**src/rtl/core/sfc_pkg.sv**
```systemverilog
// ----------------------------------------------------------------------------
// sfc_pkg
// Shared types and character constants for the short filename converter.
// ----------------------------------------------------------------------------
package sfc_pkg;

    localparam int CHAR_W = 8;
    localparam int POS_W  = 4;

    typedef logic [CHAR_W-1:0] t_char;

    localparam t_char CH_SPACE = 8'h20;
    localparam t_char CH_TAB   = 8'h09;
    localparam t_char CH_DOT   = 8'h2E;
    localparam t_char CH_LA    = 8'h61;
    localparam t_char CH_LZ    = 8'h7A;
    localparam t_char CASE_OFS = 8'h20;

    // Extension used when the name carries no dot: "COM".
    localparam int    DEF_EXT_LEN = 3;
    localparam t_char DEF_EXT [DEF_EXT_LEN] = '{8'h43, 8'h4F, 8'h4D};

endpackage

```
**src/rtl/core/sfc_pack.sv**
```systemverilog
// ----------------------------------------------------------------------------
// sfc_pack
// Input register and per-character packing state; builds the padded name.
// ----------------------------------------------------------------------------
module sfc_pack #(
    parameter int BASE_LEN  = 8,
    parameter int EXT_LEN   = 3,
    parameter int MAX_CHARS = 63,
    parameter int TOTAL     = BASE_LEN + EXT_LEN
) (
    input  logic                           i_clk,
    input  logic                           i_rst_n,
    input  logic                           i_valid,
    output logic                           o_stall,
    input  sfc_pkg::t_char                 i_name_char,
    input  logic                           i_end_of_name,
    input  logic                           i_load_ok,
    output logic                           o_load,
    output sfc_pkg::t_char [TOTAL-1:0]     o_snap
);
    import sfc_pkg::*;

    localparam int TAKEN_W = $clog2(MAX_CHARS + 1);
    localparam int BL_W    = $clog2(BASE_LEN + 1);
    localparam int EL_W    = $clog2(EXT_LEN + 1);

    logic               r_in_valid;
    t_char              r_in_char;
    logic               r_in_last;

    t_char [TOTAL-1:0]  r_buf, n_buf;
    logic [BL_W-1:0]    r_base_len, n_base_len;
    logic [EL_W-1:0]    r_ext_len, n_ext_len;
    logic               r_dot, n_dot;
    logic [TAKEN_W-1:0] r_taken, n_taken;
    logic [TOTAL-1:0]   r_blank, n_blank;

    logic advance;
    logic in_free;
    t_char cu;
    logic is_blank;

    assign advance = r_in_valid && (!r_in_last || i_load_ok);
    assign in_free = !r_in_valid || advance;
    assign o_stall = !in_free;
    assign o_load  = advance && r_in_last;

    always_ff @(posedge i_clk) begin
        if (!i_rst_n) begin
            r_in_valid <= 1'b0;
        end else if (i_valid && in_free) begin
            r_in_valid <= 1'b1;
        end else if (advance) begin
            r_in_valid <= 1'b0;
        end
        if (i_valid && in_free) begin
            r_in_char <= i_name_char;
            r_in_last <= i_end_of_name;
        end
    end

    always_comb begin
        cu = r_in_char;
        if (r_in_char >= CH_LA && r_in_char <= CH_LZ) begin
            cu = r_in_char - CASE_OFS;
        end
        is_blank = (cu == CH_SPACE) || (cu == CH_TAB);

        n_buf      = r_buf;
        n_base_len = r_base_len;
        n_ext_len  = r_ext_len;
        n_dot      = r_dot;
        n_taken    = r_taken;
        n_blank    = r_blank;

        if (r_taken < TAKEN_W'(MAX_CHARS)) begin
            n_taken = r_taken + 1'b1;
            if (!is_blank) begin
                n_blank = '0;
            end
            if (!r_dot && cu == CH_DOT) begin
                n_dot = 1'b1;
            end else if (!r_dot) begin
                if (r_base_len < BL_W'(BASE_LEN)) begin
                    for (int i = 0; i < BASE_LEN; i++) begin
                        if (r_base_len == BL_W'(i)) begin
                            n_buf[i] = cu;
                            if (is_blank) begin
                                n_blank[i] = 1'b1;
                            end
                        end
                    end
                    n_base_len = r_base_len + 1'b1;
                end
            end else begin
                if (r_ext_len < EL_W'(EXT_LEN)) begin
                    for (int i = 0; i < EXT_LEN; i++) begin
                        if (r_ext_len == EL_W'(i)) begin
                            n_buf[BASE_LEN+i] = cu;
                            if (is_blank) begin
                                n_blank[BASE_LEN+i] = 1'b1;
                            end
                        end
                    end
                    n_ext_len = r_ext_len + 1'b1;
                end
            end
        end
    end

    // Final bytes: pending blanks become spaces, and a name without a dot
    // gets the default extension.
    always_comb begin
        for (int i = 0; i < TOTAL; i++) begin
            o_snap[i] = n_blank[i] ? CH_SPACE : n_buf[i];
            if (!n_dot && i >= BASE_LEN) begin
                if (i - BASE_LEN < DEF_EXT_LEN) begin
                    o_snap[i] = DEF_EXT[2'(i - BASE_LEN)];
                end else begin
                    o_snap[i] = CH_SPACE;
                end
            end
        end
    end

    always_ff @(posedge i_clk) begin
        if (!i_rst_n || (advance && r_in_last)) begin
            r_buf      <= {TOTAL{CH_SPACE}};
            r_base_len <= '0;
            r_ext_len  <= '0;
            r_dot      <= 1'b0;
            r_taken    <= '0;
            r_blank    <= '0;
        end else if (advance) begin
            r_buf      <= n_buf;
            r_base_len <= n_base_len;
            r_ext_len  <= n_ext_len;
            r_dot      <= n_dot;
            r_taken    <= n_taken;
            r_blank    <= n_blank;
        end
    end

endmodule

```
**src/rtl/core/sfc_emit.sv**
```systemverilog
// ----------------------------------------------------------------------------
// sfc_emit
// Output shift register that sends a packed name one byte per transfer.
// ----------------------------------------------------------------------------
module sfc_emit #(
    parameter int TOTAL = 11
) (
    input  logic                                   i_clk,
    input  logic                                   i_rst_n,
    input  logic                                   i_load,
    input  sfc_pkg::t_char [TOTAL-1:0]             i_snap,
    output logic                                   o_load_ok,
    output logic                                   o_valid,
    input  logic                                   i_stall,
    output sfc_pkg::t_char                         o_packed_char,
    output logic [sfc_pkg::POS_W-1:0]              o_packed_position,
    output logic                                   o_last_of_name
);
    import sfc_pkg::*;

    localparam int CNT_W = $clog2(TOTAL);

    logic              r_busy;
    logic              r_last;
    logic [CNT_W-1:0]  r_pos;
    t_char [TOTAL-1:0] r_sh;

    logic                   out_xfer;
    logic [CNT_W+POS_W-1:0] pos_ext;

    assign out_xfer  = r_busy && !i_stall;
    assign o_load_ok = !r_busy || (out_xfer && r_last);

    assign pos_ext           = {{POS_W{1'b0}}, r_pos};
    assign o_valid           = r_busy;
    assign o_packed_char     = r_sh[0];
    assign o_packed_position = pos_ext[POS_W-1:0];
    assign o_last_of_name    = r_last;

    always_ff @(posedge i_clk) begin
        if (!i_rst_n) begin
            r_busy <= 1'b0;
            r_last <= 1'b0;
        end else if (i_load) begin
            r_busy <= 1'b1;
            r_last <= (TOTAL == 1);
        end else if (out_xfer) begin
            if (r_last) begin
                r_busy <= 1'b0;
                r_last <= 1'b0;
            end else begin
                r_last <= (r_pos == CNT_W'(TOTAL - 2));
            end
        end
    end

    always_ff @(posedge i_clk) begin
        if (i_load) begin
            r_sh  <= i_snap;
            r_pos <= '0;
        end else if (out_xfer && !r_last) begin
            r_sh  <= {CH_SPACE, r_sh[TOTAL-1:1]};
            r_pos <= r_pos + 1'b1;
        end
    end

endmodule

```
**src/rtl/core/short_filename_converter_top.sv**
```systemverilog
// ----------------------------------------------------------------------------
// short_filename_converter_top
// Packs a streamed filename into a space-padded 8.3 short name.
// ----------------------------------------------------------------------------
// The input channel carries one filename character per transfer, with
// i_end_of_name marking the final character. The output channel carries the
// packed name as BASE_LEN + EXT_LEN byte transfers (eleven by default), each
// with its byte position, the final one flagged by o_last_of_name.
// Characters enter an input register and are then folded into the packing
// state; one character is taken every cycle unless a final character waits.
// On the final character the finished name is copied into the output shift
// register and the packing state clears at once, ready for the next name.
// From the input register the final character's finished name is loaded into
// the output shift register, which then presents the first byte and sends
// one byte per cycle while the receiver does not stall.
// While a name's bytes drain, the next name's characters are still taken,
// and only its final character waits until the last byte of the previous
// name moves.
// A receiver stall holds the current byte steady and can back up into
// o_stall on the input side. A synchronous reset empties the input register
// and the output register and returns the packing state to all spaces.
module short_filename_converter_top #(
    parameter int BASE_LEN  = 8,
    parameter int EXT_LEN   = 3,
    parameter int MAX_CHARS = 63
) (
    input  logic                      i_clk,
    input  logic                      i_rst_n,
    input  logic                      i_valid,
    output logic                      o_stall,
    input  logic [7:0]                i_name_char,
    input  logic                      i_end_of_name,
    output logic                      o_valid,
    input  logic                      i_stall,
    output logic [7:0]                o_packed_char,
    output logic [sfc_pkg::POS_W-1:0] o_packed_position,
    output logic                      o_last_of_name
);
    import sfc_pkg::*;

    localparam int TOTAL = BASE_LEN + EXT_LEN;

    // Hand-over between the packing stage and the output shift register.
    logic              load_ok;
    logic              load;
    t_char [TOTAL-1:0] snap;

    sfc_pack #(
        .BASE_LEN  (BASE_LEN),
        .EXT_LEN   (EXT_LEN),
        .MAX_CHARS (MAX_CHARS),
        .TOTAL     (TOTAL)
    ) u_pack (
        .i_clk         (i_clk),
        .i_rst_n       (i_rst_n),
        .i_valid       (i_valid),
        .o_stall       (o_stall),
        .i_name_char   (i_name_char),
        .i_end_of_name (i_end_of_name),
        .i_load_ok     (load_ok),
        .o_load        (load),
        .o_snap        (snap)
    );

    sfc_emit #(
        .TOTAL (TOTAL)
    ) u_emit (
        .i_clk             (i_clk),
        .i_rst_n           (i_rst_n),
        .i_load            (load),
        .i_snap            (snap),
        .o_load_ok         (load_ok),
        .o_valid           (o_valid),
        .i_stall           (i_stall),
        .o_packed_char     (o_packed_char),
        .o_packed_position (o_packed_position),
        .o_last_of_name    (o_last_of_name)
    );

endmodule

```
**config.mk**
```make
export PLATFORM = sky130hd
export DESIGN_NAME = short_filename_converter_top
export DESIGN_NICKNAME = d
export VERILOG_FILES = /design/src/rtl/core/sfc_pkg.sv /design/src/rtl/core/sfc_pack.sv /design/src/rtl/core/sfc_emit.sv /design/src/rtl/core/short_filename_converter_top.sv
export SDC_FILE = /design/constraint.sdc
export NUM_CORES = 1
export LEC_CHECK = 0
export BUFFER_PORTS_ARGS = -buffer_cell sky130_fd_sc_hd__buf_2
export CORE_MARGIN = 4
export CORE_UTILIZATION = 50
export DETAILED_ROUTE_END_ITERATION = 8
export PLACE_DENSITY = 0.81
export SLEW_MARGIN = 15
export SYNTH_ARGS = -nofsm -noshare
export SYNTH_HDL_FRONTEND = slang
export SYNTH_SLANG_ARGS = --single-unit
```
**constraint.sdc**
```tcl
create_clock -name i_clk -period 7.1 [get_ports i_clk]
set_input_delay 0.355 -clock i_clk [delete_from_list [all_inputs] [get_ports i_clk]]
set_output_delay 0.355 -clock i_clk [all_outputs]
set_load 0.01 [all_outputs]
```
After elaboration in Yosys (flattened, before gate mapping)
Cells that the tools add are included.
Word-level totals
  register bits after elaboration: 216
  bits of input ports: 13
  output and inout bits: 15
  logic and storage cells: 162
Operators by class
  add/sub/neg operators: 5
  magnitude comparators: 5
  equality and inequality tests: 13
  multiplexer cells: 71
  bitwise operators: 3
  reductions and logical operators: 32
Operators by type and width (count)
  $mux 88: 4
  $mux 8: 28
  $mux 64: 2
  $mux 24: 2
  $mux 11: 3
  $mux 1: 30
  $eq 4x3->1 const B: 4
  $eq 8x6->1 const B: 2
  $reduce_and 5->1: 2
  $add 4x1->4 const B: 2
  $eq 4x2->1 const B: 2
  $eq 8x4->1 const B: 1
  $ge 8x7->1 const B: 1
  $le 8x7->1 const B: 1
  $logic_and 1x1->1: 8
  $logic_not 1->1: 8
  $reduce_bool 2->1: 4
  $sub 8x6->8 const B: 1
  $add 6x1->6 const B: 1
  $lt 6x6->1 const B: 1
  $mux 3: 2
  $logic_or 1x1->1: 5
  $eq 4x1->1 const B: 1
  $eq 4x4->1 const B: 1
  other kinds (10): 13

Logic depth before layout (Yosys ltp)
Gate-level depths: netlist (run 1).
  depth in word-level cells: 15
  gate-level depth with buffers: 10
  depth with buffers taken out: 8

Modules after synthesis
From an unflattened synthesis (run 1), not the netlist that was laid out.
Second synthesis, totals
  cells, all modules: 977
  area, all modules: 9983.3 µm²
By module, submodules not included
  sfc_pack: instances 1, cells an instance 751, area an instance 5965.7 µm², seq. area each 2532.4 µm²
  sfc_emit: instances 1, cells an instance 226, area an instance 4017.6 µm², seq. area each 2762.6 µm²

Least setup slack after synthesis (run 1)
No wires, ideal clock.
  path kind: register to register
  start point: reg u_emit.r_busy (netlist: u_emit.o_valid)
  end point: reg u_emit.r_sh, in the netlist u_emit.o_packed_char[0], enable pin
  library setup time: 0.656 ns
  arrival time: 6.740 ns
  required time: 6.444 ns
  setup slack: -0.296 ns
  cell stages (with the launch flop): 3
  buffers on the path: 0
  period minus slack after synthesis: 7.396 ns
  path through: dfxtp_1 nand2b_1 o21ai_0
Between the ends
  word-level cells in the longest chain between the ends: 7
  elaborated cells on any way between the ends: 9
  classes of those cells: reduce/logical: 9
RTL lines
  start: declaration: RTL line sfc_emit.sv:23  | logic r_busy;
  start signal: assignment: RTL line sfc_emit.sv:42  | r_busy <= 1'b0;
  start signal: assignment: RTL line sfc_emit.sv:45  | r_busy <= 1'b1;
  start signal: assignment: RTL line sfc_emit.sv:49  | r_busy <= 1'b0;
  $logic_and 1x1->1: RTL line sfc_emit.sv:31  | assign out_xfer = r_busy && !i_stall;
  $logic_and 1x1->1: RTL line sfc_emit.sv:32  | assign o_load_ok = !r_busy || (out_xfer && r_last);
  $logic_or 1x1->1: RTL line sfc_emit.sv:32
  $logic_or 1x1->1: RTL line sfc_pack.sv:43  | assign advance = r_in_valid && (!r_in_last || i_load_ok);
  $logic_and 1x1->1: RTL line sfc_pack.sv:43
  $logic_and 1x1->1: RTL line sfc_pack.sv:46  | assign o_load = advance && r_in_last;
  $reduce_bool 2->1 (no line) (*)
  end signal: assignment: RTL line sfc_emit.sv:59  | r_sh <= i_snap;
  end signal: assignment: RTL line sfc_emit.sv:62  | r_sh <= {CH_SPACE, r_sh[TOTAL-1:1]};
  end: declaration: RTL line sfc_emit.sv:26  | t_char [TOTAL-1:0] r_sh;
Every way passes the cells marked *; elsewhere a longest branch is shown, timed or not.
A chain may end at the register's enable or synchronous reset.

Worst setup path in the final report (run 1)
  start point: reg u_pack.r_in_char[1]
  end point: reg u_pack.r_buf[33] (netlist name)
Between the ends
  word-level cells in the longest chain between the ends: 8
  elaborated cells on any way between the ends: 12
  classes of those cells: add/sub: 1; order compare: 2; eq/ne: 1; mux: 6; reduce/logical: 2
RTL lines
  start: declaration: RTL line sfc_pack.sv:28  | t_char r_in_char;
  start signal: assignment: RTL line sfc_pack.sv:57  | r_in_char <= i_name_char;
  $ge 8x7->1 or $le 8x7->1 (tied branches): RTL line sfc_pack.sv:64  | if (r_in_char >= CH_LA && r_in_char <= CH_LZ) begin
  $logic_and 1x1->1: RTL line sfc_pack.sv:64
  $mux 8 (*): RTL line sfc_pack.sv:64
  $mux 8: RTL line sfc_pack.sv:86  | if (r_base_len == BL_W'(i)) begin
  $mux 64: RTL line sfc_pack.sv:84  | if (r_base_len < BL_W'(BASE_LEN)) begin
  $mux 64: RTL line sfc_pack.sv:83  | end else if (!r_dot) begin
  $mux 88 (*): RTL line sfc_pack.sv:81  | if (!r_dot && cu == CH_DOT) begin
  $mux 88 (*): RTL line sfc_pack.sv:76  | if (r_taken < TAKEN_W'(MAX_CHARS)) begin
  end signal: assignment: RTL line sfc_pack.sv:128  | r_buf <= {TOTAL{CH_SPACE}};
  end signal: assignment: RTL line sfc_pack.sv:135  | r_buf <= n_buf;
  end: declaration: RTL line sfc_pack.sv:31  | t_char [TOTAL-1:0] r_buf, n_buf;
Marks and branches as above.

==> results_dict.tcl, run 1 <==
set metrics [dict create \
    pin_count 28 \
    post_drt_wl_per_cell_um 19.3 \
    fin_crit_ps 3850 \
    maxSlewViolCount 0 \
    finalNetCount 943 \
    avgSynthCellArea_um2 10.6 \
    pwr-share-clk_pct 43.0 \
    worst_ep_required_time_ps 7470 \
    ys_ff_latch 216 \
    cts-root-buf "clkbuf_16" \
    synthArstFlopShare_pct 0 \
    cts.path.max_buffers 3 \
    critPathMaxStageDelay_ps 1090 \
    cp-end-kind "flip-flop" \
    postRouteAntennaNets 0 \
    synthesis.nets 961 \
    grt_pass1_wl_mm 37.5 \
    final-hold-violation-count 0 \
    cts-buffers-inserted 22 \
    netlist_instances 936 \
    antenna_found_initial 0 \
    seq_power_share_pct 50.1 \
    hold_class "in -> reg" \
    die_w_um 149 \
    regArea_um2 5300 \
    switchingPower_mw 0.635 \
    path_class "reg -> reg" \
    coreArea_um2 19500 \
    drc 0 \
    fillers 1600 \
    fin_util_pct 55.6 \
    dp_hpwl_mm 13.8 \
    multiInputGateArea_um2 4160 \
    critPathSlowestCell "edfxtp_1" \
    synth_common_cells "119 x dfxtp_1, 114 x nor2_1, 97 x edfxtp_1, 95 x nand2_1, 80 x mux2i_1" \
    synth_area_leaders "edfxtp_1 29%, dfxtp_1 24%, mux2i_1 8.1%, nor2_1 4.3%, nand2_1 3.6%" \
    max_freq_mhz 260 \
    area_growth_pct 9.02 \
    crit_chain "a21oi_1 > o31ai_1 > o211ai_1 > o2111ai_1 > mux2i_1 > nor2_1" \
    yosysMostFrequentCell "dfxtp_1" \
    post_cts_buffers 0 \
    skew_ps 17.9 \
    routed_wl_mm 23.1 \
    combPwrFrac_pct 6.9 \
    clk-insertion-delay-late_ps 510 \
    diodes 0 \
    p_leak_nw 4.00 \
    grt_overflow 0 \
    vias 7272 \
    grt_pass1_vias 7081 \
    viasPerCell 6.07 \
    ys_seq_area_share_pct 53.4 \
    grt_max_degree 89 \
    ctsResizeCount 0 \
    power_density_nw_per_um2 254 \
    cts_tree "done" \
    intPower_mw 2.11 \
    drt_iter0_drc 685 \
    drt_pass1_iterations 5 \
    ys.flop_type "dfxtp_1" \
    cp-start-kind "flip-flop" \
    power_switching_share_pct 23.1 \
    dp_slack_ps 3390 \
    synth_area_um2 9920 \
    yosys.area.top_type "edfxtp_1" \
    io_buffers 27 \
    gp_congestion 0.816 \
    setup-tns-final_ps 0 \
    yosys.area.top_type_share_pct 29.4 \
    rsz0062_at_grt "no" \
    period_share_pct 54.2 \
    worstMarginPinSlew_ps 1170 \
    drive_gt1_share_pct 12.4 \
    ys_warn_count 0 \
    relSlewSlack_pct 22.1 \
    arrival_ps 4220 \
    worst_slack_ps 3250 \
    status "finished clean" \
    cp_top_family "compound AO/OA/AOI/OAI gates" \
    die_area_um2 22200 \
    maxCapViolations 0 \
    synth_edf_count 97 \
    path_max_fanout 26 \
    final-setup-viol-count 0 \
    grtUsageTotal_pct 20.7 \
    path_clk_slew_ps 60 \
    vdd_ir_drop_max_uv 151 \
    dieHeight_um 149 \
    critical_path_buf_inv_count 0 \
    ys_types 75 \
    std_cell_rows 51 \
    hold_buffers 0 \
    htreeDepth 1 \
    clkSinkCount 216 \
    initial_core_util_pct 51.0 \
]
## metrics by stage
stage | std cells | hold slack, ps | area, um^2 | power, mW
6_report | 1199 | 21.7 | 10800 | 2.74
2_1_floorplan | 936 | 425 | 9920 | 1.53
3_5_place_dp | 1159 | 446 | 10100 | 1.59
4_1_cts | 1199 | 10.1 | 10800 | 2.75
3_3_place_gp | 1159 | 432 | 10100 | 1.58
5_1_grt | 1199 | 7.50 | 10800 | 2.83
## worst paths after layout
path | startpoint | to | slack (ps) | cells past startpoint
max | u_pack.r_in_char[1] | u_pack.r_buf[33] | 3250 | 6
min | i_name_char[4] | u_pack.r_in_char[4] | 20 | 1
max reg2reg | u_pack.r_in_char[1] | u_pack.r_buf[33] | 3250 | 6
min reg2reg | u_pack.r_buf[73] | u_pack.r_buf[73] | 460 | 2
## power by group through the flow
stage          Combinational (mW)  Clock, mW  Sequential, mW
4_1_cts                     0.188       1.19            1.37
3_5_place_dp                0.187          0            1.40
5_1_grt                     0.207       1.24            1.38
2_1_floorplan               0.139          0            1.39
6_report                    0.189       1.18            1.38
3_3_place_gp                0.183          0            1.40
## logic make-up (layout without fill, tap and decap cells)
family | after synthesis | in the layout | share of synthesized area [%]
muxes | 86 | 86 | 8.75
DFF | 216 | 216 | 53.4
AOI/OAI and AO/OA | 258 | 258 | 19.4
and+or+nand+nor | 259 | 259 | 11.1
adders and majority gates | 12 | 12 | 1.51
xor gates and xnor gates | 10 | 10 | 0.883
buffers and inverters | 95 | 93 | 4.96
## sequential cells by signal, summed over array words and instances (netlist names)
register	count
u_pack.r_taken	6
u_pack.r_in_valid	1
u_pack.r_base_len	4
u_emit.o_last_of_name	1
u_emit.r_sh	80
u_emit.o_packed_position	4
u_pack.r_blank	11
u_pack.r_ext_len	2
u_emit.o_packed_char	8
u_pack.r_dot	1
u_pack.r_in_char	8
u_emit.o_valid	1
u_pack.r_in_last	1
u_pack.r_buf	88
## per-layer routing
layer	part of all wire (%)	GRT usage (%)	up-vias
li1	-	-	3398
met1	43	27.3	3574
met2	48	34.9	253
met3	6.2	3.71	47
met4	2.6	6.68	0
met5	0	0	-
## layout by cell type (no fill, tap or decap), types with 4 or more instances in the layout
| cell type | n |
|---|---|
| a21o_1 | 9 |
| a21oi_1 | 40 |
| a21oi_2 | 4 |
| a221o_1 | 6 |
| a22o_1 | 8 |
| a22oi_1 | 8 |
| a2bb2oi_1 | 4 |
| a31o_2 | 4 |
| a32oi_1 | 35 |
| and2_1 | 4 |
| and3_1 | 9 |
| buf_2 | 27 |
| buf_4 | 10 |
| clkbuf_1 | 5 |
| clkbuf_16 | 24 |
| clkbuf_8 | 5 |
| dfxtp_1 | 119 |
| edfxtp_1 | 97 |
| ha_1 | 12 |
| inv_1 | 15 |
| mux2_2 | 6 |
| mux2i_1 | 80 |
| nand2_1 | 94 |
| nand2b_1 | 4 |
| nand3_1 | 17 |
| nor2_1 | 113 |
| nor2b_1 | 4 |
| o211ai_1 | 9 |
| o21ai_0 | 41 |
| o21ai_1 | 26 |
| o22a_1 | 8 |
| o22ai_1 | 6 |
| xnor2_1 | 5 |
| xor2_1 | 5 |
## layout make-up
cell class | instances | area share, %
sequential | 216 | 49.0
multi-input combinational | 625 | 38.5
clock buffer | 34 | 6.36
tap | 265 | 3.07
timing repair buffer | 38 | 2.05
clock inverter | 6 | 0.555
inverter | 15 | 0.521
(Power assumes the default switching activity.)
==> inputs of run 2 (changes only) <==
Clock period 7.1 ns to 3.5 ns, I/O delays scaled along.
==> run 2 against run 1 <==
Effect of this change:
- via count grew 2.3%
- largest power group unchanged
- combinational power is 130% higher
- design area is 2.6% higher
- non-clock buffer count increased by 32
- global-route usage increased by 0.85 points
- hold slack better by 150 ps
- sequential cell count did not move
- setup slack lost 2700 ps
==> results_dict.tcl, run 2 (synthesis results as in run 1) <==
set metrics [dict create \
    initial_core_util_pct 51.0 \
    path_max_fanout 27 \
    gr-usage-met3_pct 3.28 \
    p_leak_nw 4.15 \
    cts-buffers-inserted 22 \
    skew_ps 9.27 \
    routed_wl_mm 24.1 \
    path_clk_slew_ps 60 \
    hold_buffers 12 \
    std_cell_rows 51 \
    worstMarginPinSlew_ps 1180 \
    gr-usage-met2_pct 37.0 \
    drt_pass1_iterations 6 \
    vias 7441 \
    hold_class "in -> reg" \
    viasPerCell 6.04 \
    antenna_found_initial 0 \
    cts-root-buf "clkbuf_16" \
    htreeDepth 1 \
    grt_overflow 0 \
    multiInputGateArea_um2 4150 \
    fin_crit_ps 2990 \
    power_density_nw_per_um2 506 \
    grt_max_degree 89 \
    reg_top3 "u_pack.r_buf: 88 flops, u_emit.r_sh: 80 flops, u_pack.r_blank: 11 flops" \
    layout_common_cells "119 x dfxtp_1, 114 x nor2_1, 97 x edfxtp_1" \
    clk-insertion-delay-late_ps 500 \
    cts_tree "done" \
    post_cts_buffers 0 \
    cp-end-kind "flip-flop" \
    worst_ep_required_time_ps 3880 \
    drc 0 \
    final-setup-viol-count 0 \
    period_share_pct 85.4 \
    ctsResizeCount 0 \
    die_w_um 149 \
    cts.path.max_buffers 3 \
    area_growth_pct 11.9 \
    drive_gt1_share_pct 13.5 \
    grt.busiest_layer "met2" \
    largest_register "u_pack.r_buf" \
    maxCapViolations 0 \
    dieHeight_um 149 \
    finalPower_mw 5.62 \
    grt_pass1_wl_mm 38.8 \
    regArea_um2 5300 \
    io_buffers 27 \
    grt_util_met1_pct 28.1 \
    dp_hpwl_mm 14.9 \
    grtUsageTotal_pct 21.6 \
    finalNetCount 975 \
    max_freq_mhz 335 \
    final-hold-violation-count 0 \
    diodes 0 \
    mostFrequentLayoutCell "dfxtp_1" \
    largest_reg_flops 88 \
    setup-tns-final_ps 0 \
    post_drt_wl_per_cell_um 19.6 \
    maxSlewViolCount 0 \
    die_area_um2 22200 \
    relSlewSlack_pct 21.1 \
    fin_util_pct 57.0 \
    grt_pass1_vias 7402 \
    cp-start-kind "flip-flop" \
    status "finished clean" \
    rsz0062_at_grt "no" \
    arrival_ps 3370 \
    drt_iter0_drc 682 \
    clkSinkCount 216 \
    gp_congestion 0.871 \
    fillers 1572 \
    pin_count 28 \
    postRouteAntennaNets 0 \
    path_class "reg -> reg" \
    vdd_ir_drop_max_uv 282 \
    coreArea_um2 19500 \
]
run 2: changes by cell type in the layout (fill, tap and decap cells not counted), sizes merged:
cell,change
buf,+20
dlygate4sd3,+12
clkbuf,+2
clkinvlp,-2
bufinv,+1
clkinv,-1
run 2: worst max-delay path: stages (launching register included):
cell,delay (ps)
edfxtp_1,420
buf_4,220
a21oi_1,270
o22ai_2,150
o21a_2,430
a21oi_1,990
mux2i_1,310
nor2_1,60
run 2: final timing paths:
check                                    startpoint  slack [ps]                     to  cells after the start
worst max-delay path            u_pack.r_in_char[1]         510       u_pack.r_buf[24]                      7
worst min-delay path                        i_stall         170  u_emit.o_last_of_name                      4
worst max register to register  u_pack.r_in_char[1]         510       u_pack.r_buf[24]                      7
worst min register to register    u_pack.r_blank[8]         450      u_pack.r_blank[8]                      2
run 2: cell type report:
type / count / share of cell area [%]
sequential: 216 / 47.7
tap: 265 / 2.99
clock inverter: 4 / 0.620
multi-input combinational: 625 / 37.4
inverter: 15 / 0.507
timing repair buffer: 70 / 4.62
clock buffer: 36 / 6.16
run 2: per-stage QoR:
stage          worst slack (ps)  instances  hold WS (ps)  area, um^2
2_1_floorplan               165        936           274        9930
3_3_place_gp                698       1179           352       10200
3_5_place_dp                584       1179           357       10200
4_1_cts                     554       1231           161       11100
5_1_grt                     391       1231           234       11100
6_report                    511       1231           172       11100
run 2: power breakdown:
group	internal, mW	switching, mW
Sequential	2.73	0.0425
Combinational	0.145	0.286
Clock	1.48	0.935
Total	4.35	1.26
run 2: routing by layer:
layer | vias to the layer above | share of wire [%]
met1 | 3666 | 42
met3 | 41 | 5.8
met2 | 275 | 50
li1 | 3459 | -
met4 | 0 | 2.1
met5 | - | 0
